File: config.mk
export PLATFORM = sky130hd
export DESIGN_NAME = ams_sqrt
export DESIGN_NICKNAME = d
export VERILOG_FILES = /design/src/hw/rtl/ams_pkg.sv /design/src/hw/rtl/ams_sqrt.sv
export SDC_FILE = /design/constraint.sdc
export NUM_CORES = 1
export LEC_CHECK = 0
export BUFFER_PORTS_ARGS = -buffer_cell sky130_fd_sc_hd__buf_4
export CAP_MARGIN = 0
export CELL_PAD_IN_SITES_DETAIL_PLACEMENT = 0
export CELL_PAD_IN_SITES_GLOBAL_PLACEMENT = 1
export CORE_MARGIN = 2
export CORE_UTILIZATION = 53
export DETAILED_ROUTE_END_ITERATION = 8
export GPL_ROUTABILITY_DRIVEN = 0
export PLACE_DENSITY = 0.85
export SETUP_SLACK_MARGIN = 0.15
export SLEW_MARGIN = 40
export SYNTH_ARGS = -nofsm -noshare
export SYNTH_HDL_FRONTEND = slang
export SYNTH_SLANG_ARGS = --single-unit
export TNS_END_PERCENT = 50
File: constraint.sdc
create_clock -name clk_i -period 3.43 [get_ports clk_i]
set_input_delay 0.1715 -clock clk_i [delete_from_list [all_inputs] [get_ports clk_i]]
set_output_delay 0.1715 -clock clk_i [all_outputs]
set_load 0.02 [all_outputs]
File: src/hw/rtl/ams_pkg.sv
package ams_pkg;

  typedef struct packed {
    logic [3:0]         channel;
    logic signed [15:0] dir_x;
    logic signed [15:0] dir_y;
    logic signed [15:0] dir_z;
    logic signed [15:0] travel;
    logic signed [31:0] start_speed;
    logic signed [31:0] accel;
    logic               prefer_longer;
  } ams_req_t;

  typedef struct packed {
    logic [3:0]         channel_out;
    logic [1:0]         outcome;
    logic [30:0]        frames;
    logic signed [31:0] delta_x;
    logic signed [31:0] delta_y;
    logic signed [31:0] delta_z;
    logic signed [15:0] unit_x;
    logic signed [15:0] unit_y;
    logic signed [15:0] unit_z;
  } ams_rsp_t;

  localparam logic [1:0] OutStart = 2'd0;
  localparam logic [1:0] OutMove  = 2'd1;
  localparam logic [1:0] OutClear = 2'd2;
  localparam logic [1:0] OutDegen = 2'd3;

  localparam int unsigned SqrtSteps = 16;
  localparam int unsigned DivSteps  = 32;

  // one restoring square root step: one result bit per step, two input bits from the top
  typedef struct packed {
    logic [31:0] rem;
    logic [15:0] root;
  } sqrt_st_t;

  function automatic sqrt_st_t sqrt_step(sqrt_st_t s, logic [31:0] v, int unsigned k);
    sqrt_st_t o;
    logic [33:0] r2;
    logic [33:0] trial;
    r2    = {s.rem, v[2*k+1 -: 2]};
    trial = {16'd0, s.root, 2'b01};
    o = s;
    if (r2 >= trial) begin
      o.rem  = 32'(r2 - trial);
      o.root = {s.root[14:0], 1'b1};
    end else begin
      o.rem  = 32'(r2);
      o.root = {s.root[14:0], 1'b0};
    end
    return o;
  endfunction

  // one restoring division step on magnitudes
  typedef struct packed {
    logic [31:0] rem;
    logic [31:0] quo;
  } div_st_t;

  function automatic div_st_t div_step(div_st_t s, logic [31:0] n, logic [31:0] d,
                                       int unsigned k);
    div_st_t o;
    logic [32:0] r2;
    r2 = {s.rem, n[k]};
    o = s;
    if (r2 >= {1'b0, d}) begin
      o.rem    = 32'(r2 - {1'b0, d});
      o.quo[k] = 1'b1;
    end else begin
      o.rem    = 32'(r2);
      o.quo[k] = 1'b0;
    end
    return o;
  endfunction

  function automatic logic [31:0] mag(logic signed [31:0] x);
    return x[31] ? 32'(-x) : 32'(x);
  endfunction

endpackage

File: src/hw/rtl/ams_sqrt.sv
// pipelined floor square root of a 32-bit unsigned value, one bit pair per stage
module ams_sqrt (
  input  logic                     clk_i,
  input  logic                     en_i,
  input  logic [31:0]              val_i,
  output logic [15:0]              root_o
);
  import ams_pkg::*;

  sqrt_st_t    st_q [SqrtSteps];
  logic [31:0] v_q  [SqrtSteps];

  always_ff @(posedge clk_i) begin
    if (en_i) begin
      st_q[0] <= sqrt_step('0, val_i, SqrtSteps - 1);
      v_q[0]  <= val_i;
      for (int unsigned k = 1; k < SqrtSteps; k++) begin
        st_q[k] <= sqrt_step(st_q[k-1], v_q[k-1], SqrtSteps - 1 - k);
        v_q[k]  <= v_q[k-1];
      end
    end
  end

  assign root_o = st_q[SqrtSteps-1].root;
endmodule

# Word level (Yosys, flattened, before mapping)
# Memory sizes are Yosys's and may differ from the RTL's.
# Index checks and enable logic that the tools add are counted.
# classes
addsub,16
multipliers,0
n_div,0
n_lt_le_gt_ge,16
n_eq_ne,0
shifts,0
n_mux,34
n_bitwise,0
n_reduce_logical,0
# op_table
cell,count
48-bit two-way mux,32
34-bit by 18-bit >= comparator with 1-bit output,15
32-bit by 18-bit subtractor with 32-bit output,15
2-bit by 1-bit subtractor with 3-bit output (second input constant),1
2-bit by 1-bit >= comparator with 1-bit output (second input constant),1
1-bit two-way mux,2
# word_totals
reg_bits,0
latchBits,0
ram_bits,1280
romBits,0
inputBits,34
out_inout_bits,16
wordCells,68
memories,2
# memory_table
memory,words,word_bits,rd,rd_clocked_by_memory_dff,write_ports,line_no,text
st_q,16,48,16,0,16,ams_sqrt.sv:10,sqrt_st_t st_q [SqrtSteps];
v_q,16,32,15,0,16,ams_sqrt.sv:11,logic [31:0] v_q [SqrtSteps];

# Depth between registers and ports, before layout
# Gate-level depths: netlist of the first run.
# logic_depth
word_depth,3
depth_mapped,12
depth_no_buf,10

# Worst setup path before layout of the first run
# No wires, ideal clock.
# synth_timing
path_type,reg-to-reg
start,memory st_q[1][269] (netlist bit)
end,memory st_q[1][326] (netlist bit) (data pin)
setup_time_ps,259
t_arrival_ps,2640
t_required_ps,3171
setup_slack_ps,530
path_stages_with_launch,11
path_buffers,2
period_less_slack_ps,2900
path_cell_list,edfxtp_1 ha_1 buf_2 a2111o_1 or3_1 or3_4 a211oi_4 nand2_4 buf_6 o211ai_1 xnor2_1
# synth_lines
element,line_no
start: declaration,ams_sqrt.sv:10

==> results of run 1 <==
## worst min-delay path by stage
stage,from,end,depth (start not counted)
2_1_floorplan,val_i[0],v_q[0][0],0
3_3_place_gp,val_i[22],v_q[0][22],1
3_5_place_dp,val_i[29],v_q[0][29],1
4_1_cts,en_i,v_q[0][64],1
5_1_grt,en_i,v_q[0][3],1
6_report,en_i,v_q[0][64],1
## logic make-up after synthesis
| family | count (synthesis) | synth area share, % |
|---|---|---|
| other | 1 | 0.00973 |
| AND/OR/NAND/NOR | 946 | 13.2 |
| buffers and inverters | 246 | 2.72 |
| adder cells (fa/ha/maj) | 153 | 4.97 |
| XOR/XNOR | 358 | 8.14 |
| flip-flops | 810 | 63.1 |
| multiplexers | 27 | 0.779 |
| AO/OA/AOI/OAI | 427 | 7.10 |
## worst register-to-register path: cells and delay by family (launching register included)
family | cells | cell delay (ps)
AO/OA/AOI/OAI | 4 | 880
XOR/XNOR | 1 | 170
adder cells (fa/ha/maj) | 1 | 400
buffers and inverters | 2 | 410
flip-flops | 1 | 400
AND/OR/NAND/NOR | 2 | 700
## final cells by class
type                    instances  share of cell area (%)
clock inverters                51                    1.57
repair buffers                152                    3.05
flip-flops and latches        810                    55.7
inverters                     184                    1.59
clock buffers                 100                    5.05
well taps                     950                    2.72
multi-input cells            1914                    30.3
## placed cells by master, fill, tap and decap left out, types with 15 or more instances in the layout
master,Yosys,routed
nor4_1,72,72
or2_2,21,21
nand2_1,141,141
nand3_1,80,80
o21a_1,32,32
inv_1,181,181
buf_4,16,110
a21o_1,30,30
nor2_1,232,232
ha_1,153,153
clkbuf_16,0,86
and2_1,16,16
dlygate4sd3_1,0,33
o21ai_0,92,92
or4_1,32,32
nor2b_1,25,25
xnor2_1,211,211
nand4_1,35,35
nor3_1,102,102
nand2b_1,45,45
mux2_2,24,24
nand3b_1,15,15
a21oi_1,145,145
a211oi_1,17,17
or3_1,56,55
edfxtp_1,810,810
xor2_1,147,147
## per-layer routing
layer / global-route usage, % / share of wire [%]
met1: 26.9 / 45
met2: 30.9 / 46
met3: 3.99 / 6.4
met4: 5.82 / 2.0
met5: 0 / 0
## state kept, by name, summed over array words and instances (netlist names)
register  count
st_q        570
v_q         240
## metrics by stage
stage / instances / util, % / hold WS [ps] / instance area [um2]
6_report: 4161 / 60.8 / 10.1 / 43600
5_1_grt: 4161 / 60.8 / 23.1 / 43600
4_1_cts: 4155 / 60.7 / 6.82 / 43500
3_5_place_dp: 3970 / 56.2 / 351 / 40300
3_3_place_gp: 3970 / 56.2 / 350 / 40300
2_1_floorplan: 2968 / - / 270 / 38500
## power by group through the flow
stage                     clock network, mW  registers (mW)  logic [mW]
after floorplan                           0            12.7        2.22
after global placement                    0            12.9        2.93
after detailed placement                  0            12.9        3.05
after CTS                              9.66            12.7        3.11
after global routing                   10.1            12.8        3.51
final                                  9.44            12.7        3.15
## what timing repair did
action                                  4_1_cts  5_1_grt
cloned                                        1        1
hold endpoints to repair                     33        0
endpoints found under the setup margin       20       53
hold buffers                                 33        0
pin swaps                                     1        4
resized for setup                             0        3
setup buffers                                 0        5
==> results.md, run 1 <==
* complete, no violations — status
* 49 — Port Buffers
* 0 — final setup fails
* 13.2% — Area Growth Syn to Fin
* 0 — n_diodes
* 100 ps — Post-Place Worst Slack
* 810 — EDFF count, synth
* edfxtp_1, nor2_1, xnor2_1, inv_1, ha_1 — top cells by count, synth
* 3155 — syn_nets
* st_q[1][333] — Critical Path End
* in -> reg — worst hold path type
* 3600 ps — Worst Path Arrival
* 63.1% — area share of the largest cell type after synthesis
* 37.3% — Clock power frac
* 3820 ps — required time of the critical path
* 810 — clock sink total
* register — CP startpoint kind
* edfxtp_1, ha_1, xnor2_1 — ranking of synthesized cells by area
* 60 ps — Clock transition at path regs
* 3335 — Post-layout nets
* 24.4% — Net Sw Frac
* 810 — number of synthesized register bits
* 46.1% — relative slew slack
* 38500 um2 — post-synthesis instance area
* 0 — Remaining DRCs
* 0 — Maximum Capacitance Violations
* 570 ps — delay contributed by the slowest stage of the critical path
* 0 ps — aggregate negative setup slack
* 1 — number of antenna violations at the first check in global routing
* 6.17 mW — Switching Power
* ha_1 > a211oi_1 > o21ai_0 > nor4b_1 > buf_4 > a211oi_4 > a22oi_1 > buf_4 > nand4b_1 > xnor2_1 — cells traversed along the worst timing path
* 218 ps — crit path setup slack, layout
* 5405 — fillers
* 23500 — total via count after detailed routing
* st_q[1][261] — Crit. Startpoint
* clkbuf_16 — buffer cell driving the clock tree root
* 13200 um2 — area of the multi-input gates
* 1827 — initial DRC count
* 19.4% — GRT Total Usage
* 23100 — number of global-route vias before repair
* 90 — number of distinct library cells after synthesis
* 0% — async set-or-reset flop fraction in the synthesized netlist
* 0.477 mV — Max rail drop VDD
* 53.7% — effective utilization at floorplan
* st_q[1][333] — capturing point of the worst reg2reg path
* 3210 ps — minimum clock period
* 118000 um — global-route wire length before repair
* 5.66 — via/cell ratio
* 29.8 ps — worst-case clock skew
* 19.2 mW — Internal Pwr Total
* 93.6% — share of the cycle needed by the critical path after routing
* 71700 um2 — Core Region
* edfxtp_1 — biggest area consumer among synthesized cells
* 74900 um2 — floorplan die area
* 13.0 um2 — mean instance size in the synthesized netlist
* 24300 um2 — area used by sequential logic in the layout
* 10 — Critical Path Stages
* 98 — row count
* 130 — pin count of the biggest net entering global routing
* 274 um — Die X-Extent
* 804 ps — transition time at the pin with the least slew margin
* 86 — Inserted Clock Buffers
* edfxtp_1 — most frequently used cell type in the post-synthesis netlist
* 0 — Antenna Violating Nets Remaining
* 311 MHz — Highest Clock Rate
* 50900 um — total half-perimeter wirelength after legalization and detailed placement
* 10.4% — share of layout cells above drive strength 1
* st_q[1][261] — Reg-to-Reg Start
* compound AO/OA/AOI/OAI gates — delay-heaviest family, CP
* 17.3 um — detailed-route wire length per cell
* 2968 — number of instances in the synthesized netlist
* 3 — maximum level of the CTS H-tree
* 10 — number of cells on the worst reg-to-reg path
* reg -> reg — type of the worst setup path
* 640 ps — worst skew pair latency
* 0 — global route total overflow
* 0 — fin. max-slew vios
* 16.1 nW — standby leakage power
* 220 ps — FF-to-FF setup slack
* done — CTS tree
* register — type of destination of the critical path
* buf_4 — cell type with the highest occurrence count on the critical path
* 50.3% — relative contribution of sequential cells to total power
* 2 — count of buffer and inverter cells on the critical path
* 50 — I/O pin count
* 6 — number of iterations in the first detailed-routing pass
* 6 — Max Fanout on Critical Path
* 12.4% — Comb pwr share
* 274 um — die height
* 0 — count of final hold-check violations
* edfxtp_1 — most common flop cell mapped by yosys
* 25.3 mW — sum of internal, switching and leakage power
* yes — unrepaired setup endpoints after global routing
* 581 nW/um2 — total power divided by cell area
* 0 — yosys warns
* nor4b_1 — Critical-path top delay cell
* 72100 um — final routed wirelength across all metal layers
* 3 — Max Buffers Root-to-Sink
* 63.1% — sequential-to-total area share from yosys stat
Power figures use the tool's default switching activity.
==> run 2: changes to the inputs <==
--- a/config.mk
+++ b/config.mk
@@ -5,15 +5,16 @@
 export SDC_FILE = /design/constraint.sdc
 export NUM_CORES = 1
 export LEC_CHECK = 0
+export ABC_AREA = 1
 export BUFFER_PORTS_ARGS = -buffer_cell sky130_fd_sc_hd__buf_4
 export CAP_MARGIN = 0
 export CELL_PAD_IN_SITES_DETAIL_PLACEMENT = 0
 export CELL_PAD_IN_SITES_GLOBAL_PLACEMENT = 1
 export CORE_MARGIN = 2
-export CORE_UTILIZATION = 53
+export CORE_UTILIZATION = 50
 export DETAILED_ROUTE_END_ITERATION = 8
 export GPL_ROUTABILITY_DRIVEN = 0
-export PLACE_DENSITY = 0.85
+export PLACE_DENSITY = 0.86
 export SETUP_SLACK_MARGIN = 0.15
 export SLEW_MARGIN = 40
 export SYNTH_ARGS = -nofsm -noshare
==> results.md, run 2 <==
* 356 MHz — Highest Clock Rate
* 5537 — syn_nets
* nand2_1 — most frequently used cell type in the post-synthesis netlist
* 34.5% — Clock power frac
* 570 — max FFs per register
* done — CTS tree
* 6.72% — share of layout cells above drive strength 1
* nand2_1, inv_1, edfxtp_1, nor2_1, nand3_1 — commonest non-fill, non-tap cells in the layout
* 17.8% — Comb pwr share
* 18.8 mW — Internal Pwr Total
* inv_2 — Critical-path top delay cell
* 8.59 um2 — mean instance size in the synthesized netlist
* 43.9 ps — worst-case clock skew
* nand2_1 — commonest non-fill, non-tap cell in the layout
* clkbuf_16 — buffer cell driving the clock tree root
* 634 ps — Post-Place Worst Slack
* 17.2 um — detailed-route wire length per cell
* no — unrepaired setup endpoints after global routing
* 5683 — Post-layout nets
* 82.0% — share of the cycle needed by the critical path after routing
* 22.2 nW — standby leakage power
* 0 — yosys warns
* reg -> reg — type of the worst setup path
* 0 — final setup fails
* 6561 — # placed instances
* 47.7% — relative contribution of sequential cells to total power
* 0 — post-CTS resize count
* simple AND/OR/NAND/NOR gates — delay-heaviest family, CP
* register — type of destination of the critical path
* 35500 — total via count after detailed routing
* 0.608 mV — Max rail drop VDD
* 91400 um2 — Core Region
* st_q[1][123] — Critical Path End
* 24 — Max Fanout on Critical Path
* 307 um — die height
* 0 — fin. max-slew vios
* 111 — row count
* nand2_1, inv_1, edfxtp_1, nor2_1, nand3_1 — top cells by count, synth
* in -> reg — worst hold path type
* 0% — async set-or-reset flop fraction in the synthesized netlist
* 0 — setup bufs post-CTS
* 307 um — Die X-Extent
* 33 — cts-stage hold buffer count
* 90100 um — total half-perimeter wirelength after legalization and detailed placement
* st_q: 570 flops, v_q: 240 flops — largest registers
* 86 — Inserted Clock Buffers
* 3 — Max Buffers Root-to-Sink
* 3840 ps — required time of the critical path
* 46.4% — relative slew slack
* 5.26 — via/cell ratio
* 50900 um2 — final instance area
* register — CP startpoint kind
* st_q[1][54] — Reg-to-Reg Start
* 47700 um2 — Placed Area
* 3220 ps — Worst Path Arrival
* 3 — count of buffer and inverter cells on the critical path
* 700 ps — worst skew pair latency
* 8.09 mW — Switching Power
* 49 — Port Buffers
* 24.6% — GRT Total Usage
* 620 ps — FF-to-FF setup slack
* st_q[1][123] — capturing point of the worst reg2reg path
* 490 ps — delay contributed by the slowest stage of the critical path
* 116000 um — final routed wirelength across all metal layers
* 8197 — fillers
* 0 ps — aggregate negative setup slack
* 6755 — Final Instance Count excl. Fillers
* 0 — Maximum Capacitance Violations
* 60 ps — Clock transition at path regs
* 619 ps — crit path setup slack, layout
* complete, no violations — status
* 182000 um — global-route wire length before repair
* 0 — number of antenna violations at the first check in global routing
* 2810 ps — minimum clock period
* edfxtp_1 — biggest area consumer among synthesized cells
* 0 — count of final hold-check violations
* 45900 um2 — post-synthesis instance area
* 810 — EDFF count, synth
* 10 — Critical Path Stages
* edfxtp_1, nand2_1, inv_1 — ranking of synthesized cells by area
* edfxtp_1 — most common flop cell mapped by yosys
* 30.1% — Net Sw Frac
* 528 nW/um2 — total power divided by cell area
* inv_1 > ha_1 > nand2_1 > inv_1 > a21oi_1 > nand3_1 > nand2_1 > nand3_2 > inv_2 > o21ai_0 — cells traversed along the worst timing path
* 804 ps — transition time at the pin with the least slew margin
* 3040 — initial DRC count
* 50 — I/O pin count
* 52.9% — sequential-to-total area share from yosys stat
* 84 — pin count of the biggest net entering global routing
* 53 — number of distinct library cells after synthesis
* 10.8% — Area Growth Syn to Fin
* st_q — register containing the most flip-flops in the final layout
* 10 — number of cells on the worst reg-to-reg path
* 0 — Antenna Violating Nets Remaining
* 94300 um2 — floorplan die area
* 0 — global route total overflow
* 52.9% — area share of the largest cell type after synthesis
* 5350 — number of instances in the synthesized netlist
* 810 — number of synthesized register bits
* 9 — number of iterations in the first detailed-routing pass
* 810 — clock sink total
* 0 — Remaining DRCs
* 3 — maximum level of the CTS H-tree
* st_q[1][54] — Crit. Startpoint
* 50.3% — effective utilization at floorplan
* 33700 — number of global-route vias before repair
* 0 — n_diodes
run 2: cell types whose count changed after synthesis, sizes merged, moves of 66 or more:
cell | previous run | this run
nand2 | 142 | 1599
inv | 183 | 917
nor2 | 232 | 578
nand3 | 82 | 317
xnor2 | 211 | 59
a21oi | 145 | 271
nand4 | 36 | 128
nor4 | 75 | 9
run 2: cells by family (layout without fill, tap and decap cells):
family,after synthesis,after routing,share of synthesized area (%)
XOR/XNOR,153,153,2.92
other,1,1,0.00816
AND/OR/NAND/NOR,2809,2809,26.0
AO/OA/AOI/OAI,445,445,5.40
flip-flops,810,810,52.9
buffers and inverters,979,1198,8.61
adder cells (fa/ha/maj),153,153,4.17
run 2: power by group through the flow:
stage | clock [mW] | sequential [mW] | combinational (mW)
detailed placement | 0 | 13.0 | 4.69
finish | 9.29 | 12.8 | 4.78
global route | 9.81 | 12.9 | 5.43
CTS | 9.46 | 12.8 | 4.75
global placement | 0 | 13.0 | 4.66
floorplan | 0 | 12.6 | 3.35
run 2: area by class of cell:
cell class | count | area, um2 | share of cell area, %
well taps | 1186 | 1480 | 2.91
inverters | 917 | 3450 | 6.78
clock inverters | 67 | 688 | 1.35
repair buffers | 120 | 1120 | 2.19
multi-input cells | 3561 | 17700 | 34.7
flip-flops and latches | 810 | 24300 | 47.8
clock buffers | 94 | 2180 | 4.29
run 2: routing by layer:
layer / vias up / share of wire, % / track usage, %
met5: - / 0 / 0
met4: 0 / 3.5 / 8.78
met3: 235 / 5.1 / 2.79
met2: 1072 / 49 / 42.4
met1: 16500 / 43 / 32.0
li1: 17700 / - / -
run 2: metrics by stage:
step           total power, mW  utilization (%)  hold slack (ps)
6_report                  26.9             55.7             70.4
4_1_cts                   27.0             55.7             52.1
2_1_floorplan             16.0                -              270
5_1_grt                   28.1             55.7             84.0
3_3_place_gp              17.7             52.2              350
3_5_place_dp              17.7             52.2              351
run 2: worst min-delay path by stage:
stage                    from          end  slack [ps]  cells after the start
floorplan            val_i[0]    v_q[0][0]         270                      0
global placement     val_i[1]    v_q[0][1]         350                      1
detailed placement  val_i[23]   v_q[0][23]         350                      1
CTS                      en_i  v_q[0][225]          50                      1
global route             en_i   v_q[0][99]          80                      1
finish                   en_i   v_q[0][17]          70                      1
